--- config.mk ---
export PLATFORM = sky130hd
export DESIGN_NAME = crr_sqrt
export DESIGN_NICKNAME = d
export VERILOG_FILES = /design/src/design/crr_pkg.sv /design/src/design/crr_sqrt.sv
export SDC_FILE = /design/constraint.sdc
export NUM_CORES = 1
export LEC_CHECK = 0
export ABC_AREA = 1
export BUFFER_PORTS_ARGS = -buffer_cell sky130_fd_sc_hd__buf_2
export CORE_MARGIN = 4
export CORE_UTILIZATION = 39
export DETAILED_ROUTE_END_ITERATION = 7
export PLACE_DENSITY = 0.59
export SLEW_MARGIN = 20
export SYNTH_ARGS = -nofsm -noshare
export SYNTH_HDL_FRONTEND = slang
export SYNTH_SLANG_ARGS = --single-unit
--- constraint.sdc ---
create_clock -name clk -period 5.42 [get_ports clk]
set_input_delay 1.084 -clock clk [delete_from_list [all_inputs] [get_ports clk]]
set_output_delay 1.084 -clock clk [all_outputs]
set_load 0.01 [all_outputs]
--- src/design/crr_pkg.sv ---
package crr_pkg;

  localparam int TOWER_COUNT_DEF  = 32768;
  localparam int SECTOR_COUNT_DEF = 8;
  localparam int SCINT_SECTORS    = 6;

  typedef enum logic [1:0] {
    CMD_CLUSTER = 2'd0,
    CMD_TOWER   = 2'd1,
    CMD_GAIN    = 2'd2,
    CMD_NOP     = 2'd3
  } cmd_t;

  // field widths
  localparam int E_W    = 24;
  localparam int T_W    = 24;
  localparam int TWR_W  = 15;
  localparam int SEC_W  = 3;
  localparam int GAIN_W = 18;

  // nonlinearity terms, Q16
  localparam logic [16:0] A_SCINT = 17'd65733;
  localparam logic [16:0] A_GLASS = 17'd66912;
  localparam logic [10:0] K_SCINT = 11'd655;
  localparam logic [10:0] K_GLASS = 11'd1311;

  // divider: 64-bit dividend, 41-bit divisor, quotient known to stay below 2^44
  localparam int NUM_W  = 64;
  localparam int DEN_W  = 41;
  localparam int DIV_QW = 44;
  localparam int REM_W  = DEN_W + 1;

  // square root of a 40-bit argument
  localparam int SQ_ARG_W = 40;
  localparam int SQ_W     = 20;
  localparam int SQ_REM_W = SQ_W + 3;

  // pT polynomial, Q16
  localparam logic [23:0] PT_OFFSET = 24'd46282;
  localparam logic [18:0] C_SQRT    = 19'd427819;
  localparam logic [16:0] C_LIN     = 17'd66454;
  localparam logic [9:0]  C_QUAD    = 10'd522;
  localparam logic signed [27:0] C_CONST = 28'sd313655;
  localparam logic signed [25:0] CORR_MIN = -26'sd255744;

endpackage

--- src/design/crr_sqrt.sv ---
// Integer square root, two argument bits per stage.
module crr_sqrt (
  input  logic                          clk,
  input  logic [crr_pkg::SQ_W-1:0]      en,
  input  logic [crr_pkg::SQ_ARG_W-1:0]  arg,
  output logic [crr_pkg::SQ_W-1:0]      root
);

  typedef struct packed {
    logic [crr_pkg::SQ_REM_W-1:0] rem;
    logic [crr_pkg::SQ_W-1:0]     root;
    logic [crr_pkg::SQ_ARG_W-1:0] argl;
  } sq_st_t;

  function automatic sq_st_t sq_step(sq_st_t s);
    sq_st_t r;
    logic [crr_pkg::SQ_REM_W-1:0] sh;
    logic [crr_pkg::SQ_REM_W-1:0] trial;
    logic ge;
    sh    = {s.rem[crr_pkg::SQ_REM_W-3:0], s.argl[crr_pkg::SQ_ARG_W-1 -: 2]};
    trial = crr_pkg::SQ_REM_W'({s.root, 2'b01});
    ge    = (sh >= trial);
    r.rem  = ge ? sh - trial : sh;
    r.root = {s.root[crr_pkg::SQ_W-2:0], ge};
    r.argl = {s.argl[crr_pkg::SQ_ARG_W-3:0], 2'b00};
    return r;
  endfunction

  sq_st_t init;
  sq_st_t st [crr_pkg::SQ_W];

  always_comb begin
    init.rem  = '0;
    init.root = '0;
    init.argl = arg;
  end

  for (genvar j = 0; j < crr_pkg::SQ_W; j++) begin : g_st
    if (j == 0) begin : g_first
      always_ff @(posedge clk) begin
        if (en[j]) st[j] <= sq_step(init);
      end
    end else begin : g_next
      always_ff @(posedge clk) begin
        if (en[j]) st[j] <= sq_step(st[j-1]);
      end
    end
  end

  assign root = st[crr_pkg::SQ_W-1].root;

endmodule

After elaboration in Yosys (flattened, before gate mapping)

Memory sizes are Yosys's and may differ from the RTL's.
Cells that the tools add are included.

Register bits after elaboration: 0
Bits in latches: 0
Memory bits (writable): 1620
ROM bits: 0
Bits of input ports: 61
Logic and storage cells: 101
Memories kept: 1

Memories:

| memory | depth | bits a word | read ports | clocked after memory_dff | write ports | RTL line       | text |
|---|---|---|---|---|---|---|---|
| st     | 20    | 81          | 20         | 0                        | 20          | crr_sqrt.sv:30 | `sq_st_t st [crr_pkg::SQ_W];` |

$add $sub $neg: 20
Multiply operators: 0
Divide/modulo/power cells: 0
Order comparisons: 20
Eq/ne operators: 0
Shifts and indexed selects: 0
Muxes and demuxes: 60
Bitwise operators: 0
Reductions and logical operators: 0

Operators by type and width:

| cell                                                               | count |
|---|---|
| 2-to-1 mux 23 bit                                                  | 20 |
| greater-or-equal comparator 23 x 22 -> 1 bit                       | 19 |
| subtractor 23 x 22 -> 23 bit                                       | 19 |
| 2-to-1 mux 1 bit                                                   | 40 |
| subtractor 2 x 1 -> 3 bit (second input constant)                  | 1 |
| greater-or-equal comparator 2 x 1 -> 1 bit (second input constant) | 1 |

Longest topological paths before layout

Gate-level depths: netlist of run 1.
An unclocked memory read counts as a cell.

Depth after elaboration: 3
Mapped depth: 16

Worst setup path after synthesis of run 1

No wires, ideal clock.

Path kind: register to register
From: mem st[1][139] (netlist bit)
To: mem st[1][229] (netlist bit), data pin
Arrival: 1.705 ns
Required time: 5.171 ns
Path slack: 3.466 ns
Stages on the path, launching flop included: 13
Period minus slack after synthesis: 1.954 ns
Cells stage by stage: edfxtp_1 ha_1 a21oi_2 nand2_1 nand2_1 nand3_2 nand2_4 nand2_4 nor2_8 inv_2 buf_6 nand2_1 inv_1

RTL lines:

| element            | RTL line |
|---|---|
| start: declaration | crr_sqrt.sv:30 |

==> results of run 1 <==
[through the flow]
step                      instance area, um^2  hold slack (ns)  instances
after floorplan                         51100            0.400       5514
after global placement                  53200            0.401       7281
after detailed placement                53200            0.405       7281
after CTS                               56700            0.396       7477
after global routing                    56700            0.409       7477
final                                   56700            0.400       7477
[logic make-up after synthesis]
logic type,count (synthesis)
AOI/OAI and AO/OA,422
xor gates and xnor gates,141
adders and majority gates,231
buffers and inverters,954
DFF,963
other,1
and+or+nand+nor,2802
[per-layer routing]
| layer | up-vias | wire, um | track usage [%] |
|---|---|---|---|
| li1 | 18320 | - | - |
| met3 | 191 | 4720 | 2.42 |
| met4 | 0 | 3480 | 5.17 |
| met5 | - | 0 | 0 |
| met2 | 736 | 60900 | 31.6 |
| met1 | 16770 | 56800 | 24.3 |
[final timing paths]
check,startpoint,end,slack [ns],depth (start not counted)
setup / recovery,st[4][58],st[4][159],2.43,9
hold / removal,st[2][266],st[3][25],0.40,0
setup reg to reg,st[4][58],st[4][159],2.43,9
hold reg to reg,st[2][266],st[3][25],0.40,0
[synth_stat cells, types with 6 or more instances]
cell type     n  area (um^2)
a21oi_1     201         1010
a21oi_2      19          166
and2_1        6         37.5
buf_2         8         40.0
buf_4        38          285
buf_6        22          248
edfxtp_1    963        28900
ha_1        231         2890
inv_1       864         3240
inv_2        15         56.3
nand2_1    1752         6580
nand2_2      16          100
nand3_1     305         1530
nand3b_1     53          398
nand4_1      77          482
nor2_1      456         1710
nor2_2       23          144
nor3_1       55          275
nor4_1        6         37.5
o21ai_0     108          541
o21ai_1      57          285
o21ai_2      10         87.6
o21bai_1     13         97.6
or2_2        14         87.6
xnor2_1      62          543
xor2_1       79          692
[power by group]
group,internal (mW),switching (mW)
clock,4.21,3.05
combinational,1.27,2.56
sequential,9.15,0.533
total,14.6,6.14
[worst max-delay path, stage by stage (launching register included)]
cell and delay [ns]:
edfxtp_1 0.39, ha_1 0.39, o21ai_0 0.11, nand2_1 0.15
nand2_1 0.09, nand2_1 0.13, nand2_1 0.11, nand4_2 0.59
inv_2 0.66, a21oi_1 0.07
[layout make-up]
class | instances | area [um^2] | share of cell area (%)
flip-flops and latches | 963 | 28900 | 51.0
multi-input cells | 3597 | 18300 | 32.2
repair buffers | 97 | 531 | 0.935
clock inverters | 70 | 835 | 1.47
clock buffers | 126 | 2710 | 4.77
well taps | 1742 | 2180 | 3.84
inverters | 882 | 3320 | 5.85
==> impl_metrics.json, run 1 <==
{
  "ctsResizeCount": 0,
  "ys_seq_elements": 963,
  "maxSlewViolCount": 0,
  "reg.largest.list": "st x963",
  "clk_latency_ns": 0.75,
  "timing.final.ws_setup_ns": 2.43,
  "grt_pass1_wl_um": 197000,
  "rsz0062_at_grt": "false",
  "cts_htree_levels": 3,
  "routedWlPerCell_um": 16.8,
  "globalRouteTotalUtil_pct": 18.4,
  "start_util_pct": 39.4,
  "status": "completed",
  "hold_buffers": 0,
  "fill_cells": 12655,
  "tightest_slew_ns": 1.07,
  "wl_um": 126000,
  "synth_fa_ha_area_share_pct": 5.66,
  "syn_nets": 5806,
  "post-place-ws_ns": 2.35,
  "async_flop_share_pct": 0,
  "final_cell_mix": "1752 x nand2_1, 963 x edfxtp_1, 864 x inv_1, 456 x nor2_1, 305 x nand3_1",
  "synthCells": 5514,
  "period_share_pct": 55.2,
  "synth_flop_cell": "edfxtp_1",
  "finalPower_mw": 20.8,
  "floorplan.core_area_um2": 130000,
  "clkTransAtPathRegs_ns": 0.06,
  "peakVddDrop_mv": 0.278,
  "maxCapViolations": 0,
  "fin_util_pct": 43.7,
  "synth_compound_area_share_pct": 4.51,
  "clockBufferDepth": 3,
  "dpl.hpwl_um": 97000,
  "syn_area_um2": 51100,
  "gp_congestion": 0.927,
  "setup_tns_ns": 0,
  "drc": 0,
  "grt_max_degree": 59,
  "hp-class": "register to register",
  "port_buffers": 80,
  "yosys.area_share.simple_pct": 23.1,
  "dieArea_um2": 137000,
  "vias": 36017,
  "tritoncts": "yes",
  "powerDensity_nw_per_um2": 366,
  "drt-vias-per-instance": 4.82,
  "arrival_ns": 3.43,
  "grt_pass1_vias": 34942,
  "boundaryPins": 81,
  "synthXorXnorAreaFrac_pct": 2.42,
  "final_common_cell": "nand2_1",
  "synth_top_family_by_area": "simple AND/OR/NAND/NOR gates",
  "setup_viol": 0,
  "synthMuxAreaShare_pct": 0,
  "fin_crit_ns": 2.99,
  "grt_overflow": 0,
  "antenna_found_initial": 0,
  "largest_register": "st",
  "fin_skew_ns": 0.0776,
  "synth_area_per_cell_um2": 9.27,
  "cts.root.buffer_cell": "clkbuf_16",
  "synthToLayoutAreaGrowth_pct": 11.1,
  "path_max_fanout": 22,
  "dieHeight_um": 370,
  "synth_cell_types": 53,
  "cp_data_required_time_ns": 5.86,
  "clkSinkCount": 963,
  "yosysWarnings": 0,
  "ant_nets": 0,
  "drive_gt1_share_pct": 6.66,
  "cts_setup_buffers": 0,
  "diodes": 0,
  "hold_viol_final": 0,
  "largest_register_ffs": 963,
  "drt_first_pass_iters": 7,
  "fin_nets": 5938,
  "fmax_mhz": 334,
  "cts_buffers": 105,
  "ys_seq_area_share_pct": 56.6,
  "die_w_um": 370,
  "leakagePower_nw": 25.0,
  "slew_headroom_pct": 28.9,
  "rows": 132,
  "crit_type": "register to register",
  "synth-edff-count": 963,
  "initialDrtViolationCount": 2571,
  "cp-end-kind": "register",
  "start_kind": "register"
}
Power figures use the tool's default switching activity.
==> run 2: changes to the inputs <==
--- a/config.mk
+++ b/config.mk
@@ -5,12 +5,12 @@
 export SDC_FILE = /design/constraint.sdc
 export NUM_CORES = 1
 export LEC_CHECK = 0
-export ABC_AREA = 1
+export ABC_AREA = 0
 export BUFFER_PORTS_ARGS = -buffer_cell sky130_fd_sc_hd__buf_2
 export CORE_MARGIN = 4
 export CORE_UTILIZATION = 39
 export DETAILED_ROUTE_END_ITERATION = 7
-export PLACE_DENSITY = 0.59
+export PLACE_DENSITY = 0.61
 export SLEW_MARGIN = 20
 export SYNTH_ARGS = -nofsm -noshare
 export SYNTH_HDL_FRONTEND = slang
==> constraint.sdc (replaced) <==
create_clock -name clk -period 2.7 [get_ports clk]
set_input_delay 0.54 -clock clk [delete_from_list [all_inputs] [get_ports clk]]
set_output_delay 0.54 -clock clk [all_outputs]
set_load 0.01 [all_outputs]
==> run 2 against run 1 <==
Against the previous run: the flow now finishes with violations (negative setup slack); total power rose by 110%; clock power rose by 99%; combinational power rose by 120%; first-iteration DRC count fell by 41%; area after synthesis fell by 13%; sequential share of layout area rose by 0.54 points; utilization rose by 6.1 points; setup slack got worse by 2.5 ns.
==> impl_metrics.json, run 2 <==
{
  "status": "finished, violations left",
  "violations": "negative setup slack",
  "yosys-top-cells-area": "edfxtp_1 65%, ha_1 6.5%, xor2_1 2.8%, xnor2_1 2.8%, a21oi_1 2.4%",
  "fin_nets": 4309,
  "maxCapViolations": 0,
  "synth_flop_cell": "edfxtp_1",
  "clkTransAtPathRegs_ns": 0.06,
  "cp-end-kind": "register",
  "synth_area_per_cell_um2": 13.2,
  "clockBufferDepth": 3,
  "reg.largest.list": "st x963",
  "drt-vias-per-instance": 4.91,
  "cp_data_required_time_ns": 3.12,
  "drive_gt1_share_pct": 26.3,
  "async_flop_share_pct": 0,
  "cts.root.buffer_cell": "clkbuf_16",
  "ys_seq_elements": 963,
  "clkSinkCount": 963,
  "clk_latency_ns": 0.68,
  "fin_util_pct": 49.8,
  "fill_cells": 9662,
  "wl_um": 86800,
  "yosysMostFrequentCell": "edfxtp_1",
  "start_util_pct": 39.4,
  "slew_headroom_pct": 47.6,
  "synth_common_cells": "963 x edfxtp_1, 277 x inv_1, 244 x nor2_1, 231 x ha_1, 210 x a21oi_1",
  "crit_type": "register to register",
  "boundaryPins": 81,
  "arrival_ns": 3.21,
  "path_buf_inv": 1,
  "layoutNonFillerInstCount": 5595,
  "synth_top_family_by_area": "simple AND/OR/NAND/NOR gates",
  "fin_skew_ns": 0.0317,
  "post-place-ws_ns": -0.207,
  "period_share_pct": 103,
  "grt_overflow": 0,
  "cts_htree_levels": 3,
  "initialDrtViolationCount": 1527,
  "fmax_mhz": 359,
  "diodes": 0,
  "antenna_found_initial": 0,
  "final_common_cell": "edfxtp_1",
  "hold_viol_final": 0,
  "path_max_fanout": 22,
  "ant_nets": 0,
  "dp_cells": 5300,
  "ys_seq_area_share_pct": 65.0,
  "floorplan.core_area_um2": 113000,
  "tightest_slew_ns": 0.785,
  "drt_first_pass_iters": 5,
  "tritoncts": "yes",
  "timing.final.ws_setup_ns": -0.0882,
  "globalRouteTotalUtil_pct": 13.9,
  "gp_congestion": 0.857,
  "multi_input_area_um2": 16000,
  "synth_cell_types": 79,
  "largest_register": "st",
  "grt_max_degree": 58,
  "yosysWarnings": 0,
  "dpl.hpwl_um": 62000,
  "rsz0062_at_grt": "true",
  "dieArea_um2": 119000,
  "reg2reg_slack_ns": -0.09,
  "fin_crit_ns": 2.79,
  "largest_register_ffs": 963,
  "synthMuxAreaShare_pct": 1.13,
  "syn_area_um2": 44500,
  "start_kind": "register",
  "synth_top_area_share_pct": 65.0,
  "synth_fa_ha_area_share_pct": 6.50,
  "routedWlPerCell_um": 15.5,
  "grt_pass1_vias": 27122,
  "synth_top_area_cell": "edfxtp_1",
  "leakagePower_nw": 21.9,
  "drc": 0,
  "hp-class": "input port to register",
  "seq_area_um2": 28900,
  "dieHeight_um": 346,
  "die_w_um": 346,
  "critPathMaxStageDelay_ns": 0.57,
  "synth_compound_area_share_pct": 8.87,
  "synthToLayoutAreaGrowth_pct": 26.3,
  "cpLargestDelayFamily": "simple AND/OR/NAND/NOR gates",
  "slowest_stage": "or4_4",
  "synthXorXnorAreaFrac_pct": 5.61,
  "grt_pass1_wl_um": 138000,
  "path_cells": "or4_4 -> nor4_4 -> o31ai_1 -> or4_1 -> or3_4 -> buf_12 -> mux2_2",
  "syn_nets": 3671,
  "powerDensity_nw_per_um2": 761,
  "final_cell_mix": "963 x edfxtp_1, 448 x buf_4, 263 x inv_1, 208 x nor2_1, 197 x nand2_1",
  "vias": 27449,
  "yosys.area_share.simple_pct": 9.72,
  "synth-edff-count": 963,
  "cts_buffers": 102,
  "rows": 123,
  "setup_viol": 24,
  "maxSlewViolCount": 0,
  "synthCells": 3379,
  "peakVddDrop_mv": 0.582,
  "port_buffers": 80
}
## run 2: changes by cell type in the layout (fill, tap and decap cells not counted), moves of 41 or more
cell / before / now
inv_1: 864 / 263
nand3b_1: 53 / 5
o21a_1: 2 / 43
nor2_1: 456 / 208
nand4_1: 77 / 34
xnor2_1: 62 / 138
xor2_1: 79 / 144
nand2_1: 1752 / 197
a21o_1: 5 / 61
nand2b_1: 0 / 56
nand3_1: 305 / 38
buf_4: 18 / 448
## run 2: worst paths after layout
path | start | end | cells past startpoint
max | st[2][234] | st[2][306] | 7
min | arg[3] | st[0][3] | 1
max reg2reg | st[2][234] | st[2][306] | 7
min reg2reg | st[0][180] | st[0][263] | 0
## run 2: repair_timing
| item | in CTS | in global routing |
|---|---|---|
| gates cloned | 0 | 8 |
| endpoints found under the setup margin | 129 | 243 |
| setup buffers | 25 | 56 |
| pin swaps | 31 | 77 |
| hold buffers | 28 | 0 |
| endpoints found under the hold margin | 28 | 0 |
| resized for setup | 101 | 293 |
## run 2: layout make-up
class,instances,share of cell area [%]
sequential,963,51.5
multi-input combinational,2067,28.5
clock inverter,64,1.52
clock buffer,118,4.69
tap,1500,3.34
inverter,278,1.86
timing repair buffer,605,8.60
## run 2: worst reg2reg max path, delay by kind of cell, from the launching register on
kind / cells / cell delay, ns
AND/OR/NAND/NOR: 4 / 1.59
multiplexers: 1 / 0.29
AO/OA/AOI/OAI: 1 / 0.11
buffers and inverters: 1 / 0.17
flip-flops: 1 / 0.39
## run 2: logic make-up after synthesis
group,count (synthesis)
flops,963
compound gates,643
fa+ha+maj,231
other cells,1
mux,45
buf+inv,349
xor+xnor,285
simple gates,862
## run 2: through the flow
| step | instance area, um^2 | power [mW] | hold WS (ns) | TNS (ns) |
|---|---|---|---|---|
| floorplan | 44600 | 24.2 | 0.400 | -0.0554 |
| global placement | 49800 | 27.1 | 0.400 | -4.57 |
| detailed placement | 49800 | 27.2 | 0.405 | -8.63 |
| CTS | 54200 | 42.2 | 0.00241 | -0.589 |
| global route | 56100 | 44.8 | 0.0218 | -6.68 |
| finish | 56100 | 42.7 | 0.0566 | -0.637 |
## run 2: report_power, final
part	switching, mW	internal, mW	total [mW]
clock	5.72	8.80	14.5
combinational	4.34	4.25	8.59
sequential	1.00	18.6	19.6
total	11.1	31.6	42.7
## run 2: per-layer routing
| metal | GRT usage, % | wire, um | vias up |
|---|---|---|---|
| met2 | 24.0 | 42900 | 368 |
| li1 | - | - | 13784 |
| met1 | 17.9 | 38700 | 13160 |
| met4 | 4.56 | 2200 | 0 |
| met5 | 0 | 0 | - |
| met3 | 2.21 | 3050 | 137 |
